### config.mk
export PLATFORM = sky130hd
export DESIGN_NAME = ring_log_directory_manager_flat
export DESIGN_NICKNAME = d
export VERILOG_FILES = /design/src/rtl/rld_pkg.sv /design/src/rtl/rld_if.sv /design/src/rtl/ring_log_directory_manager.sv /design/src/flat_wrapper.sv
export SDC_FILE = /design/constraint.sdc
export NUM_CORES = 2
export LEC_CHECK = 0
export BUFFER_PORTS_ARGS = -buffer_cell sky130_fd_sc_hd__buf_2
export CORE_UTILIZATION = 45
export CTS_CLUSTER_DIAMETER = 120
export CTS_CLUSTER_SIZE = 20
export DETAILED_ROUTE_END_ITERATION = 16
export PLACE_DENSITY = 0.69
export SLEW_MARGIN = 40
export SYNTH_ARGS = -nofsm -noshare
export SYNTH_HDL_FRONTEND = slang
export SYNTH_SLANG_ARGS = --single-unit
### constraint.sdc
create_clock -name clk -period 18.1 [get_ports clk]
set_clock_uncertainty 0.2 [all_clocks]
set_input_delay 1.81 -clock clk [delete_from_list [all_inputs] [get_ports clk]]
set_output_delay 1.81 -clock clk [all_outputs]
set_load 0.005 [all_outputs]
### src/rtl/rld_pkg.sv
// ----------------------------------------------------------------------------
// rld_pkg
// Shared types, constants and helpers for the ring log directory manager.
// ----------------------------------------------------------------------------
`default_nettype none

package rld_pkg;

    localparam int DIR_SLOTS   = 15;
    localparam int BLOCK_BYTES = 512;
    localparam int NAME_BYTES  = 8;

    localparam int NAME_W   = 64;
    localparam int SIZE_W   = 24;
    localparam int SLOT_W   = 16;
    localparam int BLOCK_W  = 32;
    localparam int IDX_W    = (DIR_SLOTS > 1) ? $clog2(DIR_SLOTS) : 1;
    localparam int CNT_W    = $clog2(DIR_SLOTS + 1);
    localparam int BLK_SH   = $clog2(BLOCK_BYTES);
    localparam int BLK_W    = SIZE_W + 1 - BLK_SH;
    localparam int STRIDE_W = BLK_W + 1;
    localparam int PROD_W   = STRIDE_W + SLOT_W;

    localparam logic [2:0] OP_FORMAT = 3'd0;
    localparam logic [2:0] OP_ADD    = 3'd1;
    localparam logic [2:0] OP_WRITE  = 3'd2;
    localparam logic [2:0] OP_DELETE = 3'd3;
    localparam logic [2:0] OP_LOCATE = 3'd4;
    localparam logic [2:0] OP_COUNT  = 3'd5;

    localparam logic [2:0] ST_OK        = 3'd0;
    localparam logic [2:0] ST_NOT_FOUND = 3'd1;
    localparam logic [2:0] ST_EXISTS    = 3'd2;
    localparam logic [2:0] ST_TBL_FULL  = 3'd3;
    localparam logic [2:0] ST_NO_SPACE  = 3'd4;
    localparam logic [2:0] ST_TOO_LARGE = 3'd5;
    localparam logic [2:0] ST_EMPTY     = 3'd6;
    localparam logic [2:0] ST_BAD_INDEX = 3'd7;

    typedef struct packed {
        logic [2:0]        operation;
        logic [NAME_W-1:0] dir_name;
        logic [3:0]        name_length;
        logic [SLOT_W-1:0] max_files;
        logic [SIZE_W-1:0] max_file_size;
        logic [SIZE_W-1:0] file_size;
        logic [SLOT_W-1:0] file_index;
    } req_item_t;

    typedef struct packed {
        logic [2:0]         status;
        logic [BLOCK_W-1:0] header_block;
        logic [15:0]        data_blocks;
        logic [15:0]        file_count;
        logic               overwrote_oldest;
    } rsp_item_t;

    typedef struct packed {
        logic [NAME_W-1:0]  name;
        logic [SLOT_W-1:0]  slots;
        logic [SIZE_W-1:0]  size_limit;
        logic [BLOCK_W-1:0] base_block;
        logic [SLOT_W-1:0]  head;
        logic [SLOT_W-1:0]  tail;
        logic               full;
    } entry_t;

    function automatic logic [7:0] fold(input logic [7:0] b);
        return (b >= 8'h41 && b <= 8'h5A) ? b + 8'h20 : b;
    endfunction

    // case-insensitive prefix compare over the first len bytes
    function automatic logic name_match(input logic [NAME_W-1:0] a,
                                        input logic [NAME_W-1:0] b,
                                        input logic [3:0] len);
        logic [3:0] eff;
        logic       same;
        eff  = (len > 4'(NAME_BYTES)) ? 4'(NAME_BYTES) : len;
        same = 1'b1;
        for (int i = 0; i < NAME_BYTES; i++) begin
            if (4'(i) < eff && fold(a[8*i +: 8]) != fold(b[8*i +: 8]))
                same = 1'b0;
        end
        return same;
    endfunction

    function automatic logic [BLK_W-1:0] blocks_for(input logic [SIZE_W-1:0] bytes);
        logic [SIZE_W:0] sum;
        sum = {1'b0, bytes} + (SIZE_W+1)'(BLOCK_BYTES - 1);
        return BLK_W'(sum >> BLK_SH);
    endfunction

    function automatic logic [SLOT_W-1:0] wrap_inc(input logic [SLOT_W-1:0] v,
                                                   input logic [SLOT_W-1:0] slots);
        logic [SLOT_W:0] nxt;
        nxt = {1'b0, v} + (SLOT_W+1)'(1);
        if (slots == '0 || nxt == {1'b0, slots})
            return '0;
        return nxt[SLOT_W-1:0];
    endfunction

    function automatic logic [SLOT_W-1:0] files_of(input logic [SLOT_W-1:0] slots,
                                                   input logic [SLOT_W-1:0] head,
                                                   input logic [SLOT_W-1:0] tail,
                                                   input logic full);
        if (full)
            return slots;
        if (head >= tail)
            return head - tail;
        return slots + head - tail;
    endfunction

endpackage

`default_nettype wire

### src/rtl/rld_if.sv
// ----------------------------------------------------------------------------
// rld_if
// Valid/ready channels for request and response transactions.
// ----------------------------------------------------------------------------
`default_nettype none

interface rld_req_if;
    logic              valid;
    logic              ready;
    rld_pkg::req_item_t data;
    modport source (output valid, output data, input ready);
    modport sink   (input valid, input data, output ready);
endinterface

interface rld_rsp_if;
    logic              valid;
    logic              ready;
    rld_pkg::rsp_item_t data;
    modport source (output valid, output data, input ready);
    modport sink   (input valid, input data, output ready);
endinterface

`default_nettype wire

### src/rtl/ring_log_directory_manager.sv
// Search: the name search reads one table entry per cycle from the entry RAM.
// Throughput: one request at a time; the next is taken once the current one
//   has posted its response, which may still wait in the output register.
// Reset: clears the directory count and total_blocks, sets the allocation
//   pointer to 1; entries are undefined until written, with no clearing pass.
// ----------------------------------------------------------------------------
// ring_log_directory_manager
// Directory table of ring-buffer log directories on a block device.
// ----------------------------------------------------------------------------
`default_nettype none

module ring_log_directory_manager (
    input  wire logic             clk,
    input  wire logic             rst_n,
    rld_req_if.sink               req,
    rld_rsp_if.source             rsp,
    input  wire logic             cfg_we,
    input  wire logic [31:0]      cfg_wdata
);

    typedef enum logic [4:0] {
        S_IDLE = 5'b00001,
        S_SCAN = 5'b00010,
        S_EXEC = 5'b00100,
        S_MUL  = 5'b01000,
        S_FIN  = 5'b10000
    } state_t;

    localparam int IDX_W    = rld_pkg::IDX_W;
    localparam int CNT_W    = rld_pkg::CNT_W;
    localparam int SLOT_W   = rld_pkg::SLOT_W;
    localparam int BLOCK_W  = rld_pkg::BLOCK_W;
    localparam int STRIDE_W = rld_pkg::STRIDE_W;
    localparam int PROD_W   = rld_pkg::PROD_W;

    state_t                  state_reg;
    rld_pkg::req_item_t      item_reg;
    logic [31:0]             total_reg;
    logic [CNT_W-1:0]        dir_count_reg;
    logic [BLOCK_W-1:0]      next_free_reg;
    logic [CNT_W-1:0]        scan_addr_reg;
    logic                    cmp_vld_reg;
    logic [IDX_W-1:0]        cmp_idx_reg;
    logic                    hit_reg;
    logic [IDX_W-1:0]        hit_idx_reg;
    rld_pkg::entry_t         ent_reg;
    rld_pkg::entry_t         rd_data_reg;
    logic [2:0]              st_reg;
    logic [SLOT_W-1:0]       files_reg;
    logic [STRIDE_W-1:0]     mul_a_reg;
    logic [SLOT_W-1:0]       mul_b_reg;
    logic [PROD_W-1:0]       prod_reg;
    logic                    out_valid_reg;
    rld_pkg::rsp_item_t      out_reg;

    rld_pkg::entry_t         mem [rld_pkg::DIR_SLOTS];

    logic                    accept;
    logic                    out_free;
    logic                    match;
    logic [SLOT_W-1:0]       files_cur;
    logic [2:0]              st_next;
    logic [STRIDE_W-1:0]     mul_a_next;
    logic [SLOT_W-1:0]       mul_b_next;
    logic [SLOT_W:0]         loc_sum;
    logic                    mem_we;
    logic [IDX_W-1:0]        wr_idx;
    rld_pkg::entry_t         wr_data;
    rld_pkg::rsp_item_t      rsp_next;
    logic                    add_commit;
    logic [BLOCK_W:0]        add_end;
    logic [SLOT_W-1:0]       n_head;
    logic [SLOT_W-1:0]       n_tail;

    assign accept    = req.valid && req.ready;
    assign req.ready = (state_reg == S_IDLE);
    assign out_free  = !out_valid_reg || rsp.ready;
    assign rsp.valid = out_valid_reg;
    assign rsp.data  = out_reg;

    assign match = rld_pkg::name_match(item_reg.dir_name, rd_data_reg.name,
                                       item_reg.name_length);

    // entry RAM: one write and one registered read per cycle
    always_ff @(posedge clk)
    begin
        if (mem_we)
            mem[wr_idx] <= wr_data;
        rd_data_reg <= mem[scan_addr_reg[IDX_W-1:0]];
    end

    // status checks and multiplier operands
    always_comb
    begin
        files_cur  = rld_pkg::files_of(ent_reg.slots, ent_reg.head, ent_reg.tail,
                                       ent_reg.full);
        loc_sum    = {1'b0, item_reg.file_index} + {1'b0, ent_reg.tail};
        mul_a_next = STRIDE_W'(rld_pkg::blocks_for(ent_reg.size_limit)) + STRIDE_W'(1);
        mul_b_next = ent_reg.head;
        st_next    = rld_pkg::ST_OK;
        case (item_reg.operation)
            rld_pkg::OP_FORMAT: st_next = rld_pkg::ST_OK;
            rld_pkg::OP_ADD:
            begin
                mul_a_next = STRIDE_W'(rld_pkg::blocks_for(item_reg.max_file_size))
                             + STRIDE_W'(1);
                mul_b_next = item_reg.max_files;
                if (hit_reg)
                    st_next = rld_pkg::ST_EXISTS;
                else if (dir_count_reg >= CNT_W'(rld_pkg::DIR_SLOTS))
                    st_next = rld_pkg::ST_TBL_FULL;
                else if (item_reg.max_files == '0)
                    st_next = rld_pkg::ST_NO_SPACE;
            end
            rld_pkg::OP_WRITE:
            begin
                if (!hit_reg)
                    st_next = rld_pkg::ST_NOT_FOUND;
                else if (item_reg.file_size > ent_reg.size_limit)
                    st_next = rld_pkg::ST_TOO_LARGE;
            end
            rld_pkg::OP_DELETE:
            begin
                if (!hit_reg)
                    st_next = rld_pkg::ST_NOT_FOUND;
                else if (files_cur == '0)
                    st_next = rld_pkg::ST_EMPTY;
            end
            rld_pkg::OP_LOCATE:
            begin
                // index < count <= slots and tail < slots: one subtract wraps it
                mul_b_next = (loc_sum >= {1'b0, ent_reg.slots})
                             ? SLOT_W'(loc_sum - {1'b0, ent_reg.slots})
                             : loc_sum[SLOT_W-1:0];
                if (!hit_reg)
                    st_next = rld_pkg::ST_NOT_FOUND;
                else if (files_cur == '0)
                    st_next = rld_pkg::ST_EMPTY;
                else if (item_reg.file_index >= files_cur)
                    st_next = rld_pkg::ST_BAD_INDEX;
            end
            rld_pkg::OP_COUNT:
            begin
                if (!hit_reg)
                    st_next = rld_pkg::ST_NOT_FOUND;
            end
            default: st_next = rld_pkg::ST_BAD_INDEX;
        endcase
    end

    // final update: response, write-back, table pointers
    always_comb
    begin
        rsp_next   = '0;
        rsp_next.status = st_reg;
        mem_we     = 1'b0;
        wr_idx     = hit_idx_reg;
        wr_data    = ent_reg;
        add_commit = 1'b0;
        add_end    = {1'b0, next_free_reg} + (BLOCK_W+1)'(prod_reg);
        n_head     = rld_pkg::wrap_inc(ent_reg.head, ent_reg.slots);
        n_tail     = ent_reg.full ? rld_pkg::wrap_inc(ent_reg.tail, ent_reg.slots)
                                  : ent_reg.tail;
        case (item_reg.operation)
            rld_pkg::OP_ADD:
            begin
                if (st_reg == rld_pkg::ST_OK)
                begin
                    if (add_end > {1'b0, total_reg})
                        rsp_next.status = rld_pkg::ST_NO_SPACE;
                    else
                    begin
                        add_commit         = 1'b1;
                        mem_we             = 1'b1;
                        wr_idx             = dir_count_reg[IDX_W-1:0];
                        wr_data.name       = item_reg.dir_name;
                        wr_data.slots      = item_reg.max_files;
                        wr_data.size_limit = item_reg.max_file_size;
                        wr_data.base_block = next_free_reg;
                        wr_data.head       = '0;
                        wr_data.tail       = '0;
                        wr_data.full       = 1'b0;
                    end
                end
            end
            rld_pkg::OP_WRITE:
            begin
                if (hit_reg)
                    rsp_next.file_count = files_reg;
                if (st_reg == rld_pkg::ST_OK)
                begin
                    mem_we       = 1'b1;
                    wr_data.head = n_head;
                    wr_data.tail = n_tail;
                    wr_data.full = (n_head == n_tail);
                    rsp_next.header_block = ent_reg.base_block + BLOCK_W'(prod_reg);
                    rsp_next.data_blocks  = 16'(rld_pkg::blocks_for(item_reg.file_size));
                    rsp_next.overwrote_oldest = ent_reg.full;
                    rsp_next.file_count = rld_pkg::files_of(ent_reg.slots, n_head,
                                                            n_tail, n_head == n_tail);
                end
            end
            rld_pkg::OP_DELETE:
            begin
                if (st_reg == rld_pkg::ST_OK)
                begin
                    mem_we       = 1'b1;
                    wr_data.full = 1'b0;
                    wr_data.tail = rld_pkg::wrap_inc(ent_reg.tail, ent_reg.slots);
                    rsp_next.file_count = rld_pkg::files_of(ent_reg.slots, ent_reg.head,
                                                            wr_data.tail, 1'b0);
                end
            end
            rld_pkg::OP_LOCATE:
            begin
                if (hit_reg)
                    rsp_next.file_count = files_reg;
                if (st_reg == rld_pkg::ST_OK)
                    rsp_next.header_block = ent_reg.base_block + BLOCK_W'(prod_reg);
            end
            rld_pkg::OP_COUNT:
            begin
                if (hit_reg)
                    rsp_next.file_count = files_reg;
            end
            default: ;
        endcase
        if (state_reg != S_FIN || !out_free)
            mem_we = 1'b0;
    end

    always_ff @(posedge clk or negedge rst_n)
    begin
        if (!rst_n)
        begin
            state_reg     <= S_IDLE;
            item_reg      <= '0;
            total_reg     <= '0;
            dir_count_reg <= '0;
            next_free_reg <= BLOCK_W'(1);
            scan_addr_reg <= '0;
            cmp_vld_reg   <= 1'b0;
            cmp_idx_reg   <= '0;
            hit_reg       <= 1'b0;
            hit_idx_reg   <= '0;
            ent_reg       <= '0;
            st_reg        <= rld_pkg::ST_OK;
            files_reg     <= '0;
            mul_a_reg     <= '0;
            mul_b_reg     <= '0;
            prod_reg      <= '0;
            out_valid_reg <= 1'b0;
            out_reg       <= '0;
        end
        else
        begin
            if (cfg_we)
                total_reg <= cfg_wdata;
            if (out_valid_reg && rsp.ready)
                out_valid_reg <= 1'b0;

            unique case (state_reg)
                S_IDLE:
                begin
                    if (accept)
                    begin
                        item_reg      <= req.data;
                        hit_reg       <= 1'b0;
                        scan_addr_reg <= '0;
                        cmp_vld_reg   <= 1'b0;
                        if (req.data.operation >= rld_pkg::OP_ADD &&
                            req.data.operation <= rld_pkg::OP_COUNT)
                            state_reg <= S_SCAN;
                        else
                            state_reg <= S_EXEC;
                    end
                end
                S_SCAN:
                begin
                    // read of entry n overlaps compare of entry n-1
                    if (cmp_vld_reg && match)
                    begin
                        hit_reg     <= 1'b1;
                        hit_idx_reg <= cmp_idx_reg;
                        ent_reg     <= rd_data_reg;
                        state_reg   <= S_EXEC;
                    end
                    else if (!cmp_vld_reg && scan_addr_reg >= dir_count_reg)
                        state_reg <= S_EXEC;
                    if (scan_addr_reg < dir_count_reg)
                    begin
                        cmp_vld_reg   <= 1'b1;
                        cmp_idx_reg   <= scan_addr_reg[IDX_W-1:0];
                        scan_addr_reg <= scan_addr_reg + CNT_W'(1);
                    end
                    else
                        cmp_vld_reg <= 1'b0;
                end
                S_EXEC:
                begin
                    st_reg    <= st_next;
                    files_reg <= files_cur;
                    mul_a_reg <= mul_a_next;
                    mul_b_reg <= mul_b_next;
                    state_reg <= S_MUL;
                end
                S_MUL:
                begin
                    prod_reg  <= PROD_W'(mul_a_reg) * PROD_W'(mul_b_reg);
                    state_reg <= S_FIN;
                end
                S_FIN:
                begin
                    if (out_free)
                    begin
                        out_reg       <= rsp_next;
                        out_valid_reg <= 1'b1;
                        state_reg     <= S_IDLE;
                        if (item_reg.operation == rld_pkg::OP_FORMAT)
                        begin
                            dir_count_reg <= '0;
                            next_free_reg <= BLOCK_W'(1);
                        end
                        else if (add_commit)
                        begin
                            dir_count_reg <= dir_count_reg + CNT_W'(1);
                            next_free_reg <= add_end[BLOCK_W-1:0];
                        end
                    end
                end
                default: state_reg <= S_IDLE;
            endcase
        end
    end

endmodule

`default_nettype wire

### src/flat_wrapper.sv
// flat-port wrapper written by rule: the top's interface ports become plain ports
module ring_log_directory_manager_flat 
  (clk, rst_n, cfg_we, cfg_wdata, req_valid, req_data, req_ready, rsp_valid, rsp_data, rsp_ready);
  rld_req_if req_i ();
  rld_rsp_if rsp_i ();
  input  wire logic clk;
  input  wire logic rst_n;
  input  wire logic cfg_we;
  input  wire logic [31:0] cfg_wdata;
  input wire logic [$bits(req_i.valid)-1:0] req_valid;
  input wire logic [$bits(req_i.data)-1:0] req_data;
  output wire logic [$bits(req_i.ready)-1:0] req_ready;
  output wire logic [$bits(rsp_i.valid)-1:0] rsp_valid;
  output wire logic [$bits(rsp_i.data)-1:0] rsp_data;
  input wire logic [$bits(rsp_i.ready)-1:0] rsp_ready;
  assign req_i.valid = req_valid;
  assign req_i.data = req_data;
  assign req_ready = req_i.ready;
  assign rsp_valid = rsp_i.valid;
  assign rsp_data = rsp_i.data;
  assign rsp_i.ready = rsp_ready;
  ring_log_directory_manager u_core (.clk(clk), .rst_n(rst_n), .req(req_i), .rsp(rsp_i), .cfg_we(cfg_we), .cfg_wdata(cfg_wdata));
endmodule
==> results.cfg <==
[setup_path]
crit_buf_inv = 5
cp_max_fo = 49
crit_arrival_ns = 10.00
worstSetupPathType = flip-flop to flip-flop
regToRegStartpoint = u_core.prod_reg[0]
critical_path.top_delay_family = compound AO/OA/AOI/OAI gates
endpoint_kind = flip-flop
critPathSlowestCell = or3_1
critPathRequiredTime_ns = 18.44
cp-startpoint = u_core.prod_reg[0]
critPathLaunchType = flip-flop
cpPeakStageDelay_ns = 0.68

[final_layout]
fillerInstances = 27100
fin_util_pct = 49.5
seq_area_mm2 = 0.0936
fin_nets = 10900
multi_input_area_mm2 = 0.0522
drive_above_1_share_pct = 17.5
stdcell_area_mm2 = 0.162
largest_register_ffs = 2535
syn2layout_area_growth_pct = 9.09

[clock_network]
clk-insertion-delay-late_ns = 0.91
ctsHoldBuffers = 0
post_cts_buffers = 0
cts_root_buffer = clkbuf_16
path_clk_slew_ns = 0.09
numCtsBuffers = 193
cts_max_level = 4
clockBufferDepth = 4
cts.sinks = 3265
cts-resized-gates = 0
cts_tree = built

[status]
outcome = complete, no violations

[logic_synthesis]
ys_warn_count = 0
synth_area_mm2 = 0.149
synth_mux_area_share_pct = 13.9
syn_inst = 9854
ys_types = 94
syn-num-nets = 10700
avgSynthCellArea_um2 = 15.1
synthXorXnorAreaFrac_pct = 2.09
synth_compound_area_share_pct = 5.79
ys.flop_type = edfxtp_1
synth-seq-cells = 3265
synth_edf_count = 2535
synth_top_family_by_area = multiplexers
async_reset_ff_share_pct = 17.2
synth-simple-area-share_pct = 6.41
seq_area_frac_synth_pct = 62.8
synth-adder-area-share_pct = 6.55

[floorplan]
row_count = 210
coreArea_mm2 = 0.328
die_h_um = 577
die-area_mm2 = 0.333
ioPinCount = 258
initial_core_util_pct = 45.4
die_w_um = 577

[worst_hold_path]
hp-class = flip-flop to flip-flop
hp-start = u_core.rd_data_reg[10]

[timing]
worst_hold_slack_ns = 0.234
rsz0062_at_grt = no
setup_viol = 0
slew_viol_final = 0
max_freq_mhz = 104
setup_slack_ns = 8.44
min_period_ns = 9.66
relSlewSlack_pct = 37.7
worst_slew_pin_slew_ns = 0.935
hold_violations = 0
finalCritPeriodShare_pct = 53.4

[pwr]
p_per_area_mw_per_mm2 = 101
peakVddDrop_uv = 77.8
p_leak_nw = 57.5
totalPowerFinal_w = 0.0164

[global_routing]
grt_pass1_wl_um = 594000
track_usage_pct = 24.2
grt_pass1_vias = 87000
antenna_found_initial = 25
grt_overflow = 0
grt_max_degree = 111

[route]
viasPerCell = 6.00
drt_iter0_drc = 9809
via_count = 87500
drc = 0
wl_per_cell_um = 27.9
wl_um = 407000
first_pass_iters = 9
ant_nets = 0

[place]
place_ws_ns = 8.33
gp_congestion = 0.935
portBuffers = 257
post_dp_cell_area_mm2 = 0.157
post-dp-hpwl_um = 261000

[job]
cap_violations = 0
-- power by group --
part	leakage (nW)	switching, W	total (W)	internal, W
Sequential	31.6	0.000565	0.00889	0.00832
Combinational	23.3	0.00196	0.00307	0.00111
Clock	2.66	0.00242	0.00448	0.00206
Total	57.5	0.00494	0.0164	0.0115
-- worst paths after layout --
check	endpoint	slack, ns	depth (start not counted)
worst max-delay path	u_core.mem[4][157]	8.44	26
min in group asynchronous	u_core.total_reg[16]	0.54	1
worst min register to register	u_core.ent_reg[10]	0.23	1
worst min-delay path	u_core.ent_reg[10]	0.23	1
max in group asynchronous	u_core.ent_reg[149]	14.15	6
worst max register to register	u_core.mem[4][157]	8.44	26
-- Yosys cell counts, types with 103 or more instances --
cell type / count / area (um^2)
a21oi_1: 229 / 1150
nor2_1: 262 / 983
xor2_1: 103 / 902
edfxtp_1: 2535 / 76100
nand2_1: 1178 / 4420
inv_1: 494 / 1850
nor3_1: 108 / 541
and2_1: 113 / 707
a21o_1: 134 / 1010
dfrtp_1: 559 / 14000
xnor2_1: 218 / 1910
fa_1: 233 / 4660
ha_1: 406 / 5080
o21ai_0: 515 / 2580
mux2_2: 312 / 3510
mux2i_1: 198 / 1980
dfxtp_1: 169 / 3380
mux4_2: 676 / 15200
clkbuf_1: 342 / 1280
-- routing by layer --
metal | track usage (%) | wire (um)
met1 | 35.2 | 175000
met2 | 38.6 | 190000
met3 | 3.00 | 30000
met4 | 6.55 | 11600
met5 | 0 | 42
-- stage by stage --
step | instances | setup TNS (ns)
2_1_floorplan | 9854 | -6.38
3_3_place_gp | 14200 | 0
3_5_place_dp | 14200 | 0
4_1_cts | 14600 | 0
5_1_grt | 14600 | 0
6_report | 14600 | 0
-- cells by family after synthesis --
logic type | count (synthesis)
flops | 3265
simple gates | 2121
compound gates | 1362
mux | 1186
buf+inv | 947
fa+ha+maj | 639
xor+xnor | 334
-- final cells by class --
type / instances / area share (%)
diodes: 7 / 0.0108
multi-input cells: 5642 / 32.2
well taps: 4346 / 3.35
clock buffers: 339 / 3.35
flip-flops and latches: 3265 / 57.6
clock inverters: 13 / 0.108
inverters: 495 / 1.15
repair buffers: 469 / 2.26
-- cells in the final DEF, fill, tap and decap left out, types with 55 or more instances in the layout --
cell,netlist,routed
inv_1,494,493
nor3_1,108,105
a21oi_1,229,228
clkbuf_16,0,196
and2_1,113,112
mux2_2,312,312
o21a_1,55,55
dfxtp_1,169,169
mux2i_1,198,198
fa_1,233,233
dfrtp_1,559,551
o21ai_0,515,505
nor2_1,262,260
buf_4,0,140
xnor2_1,218,217
clkbuf_1,342,143
buf_2,20,256
nand3_1,100,99
xor2_1,103,103
mux4_2,676,676
edfxtp_1,2535,2535
nand2_1,1178,1176
and3_1,61,61
a21o_1,134,134
ha_1,406,406
No activity file was read; power rests on OpenSTA's default activity.
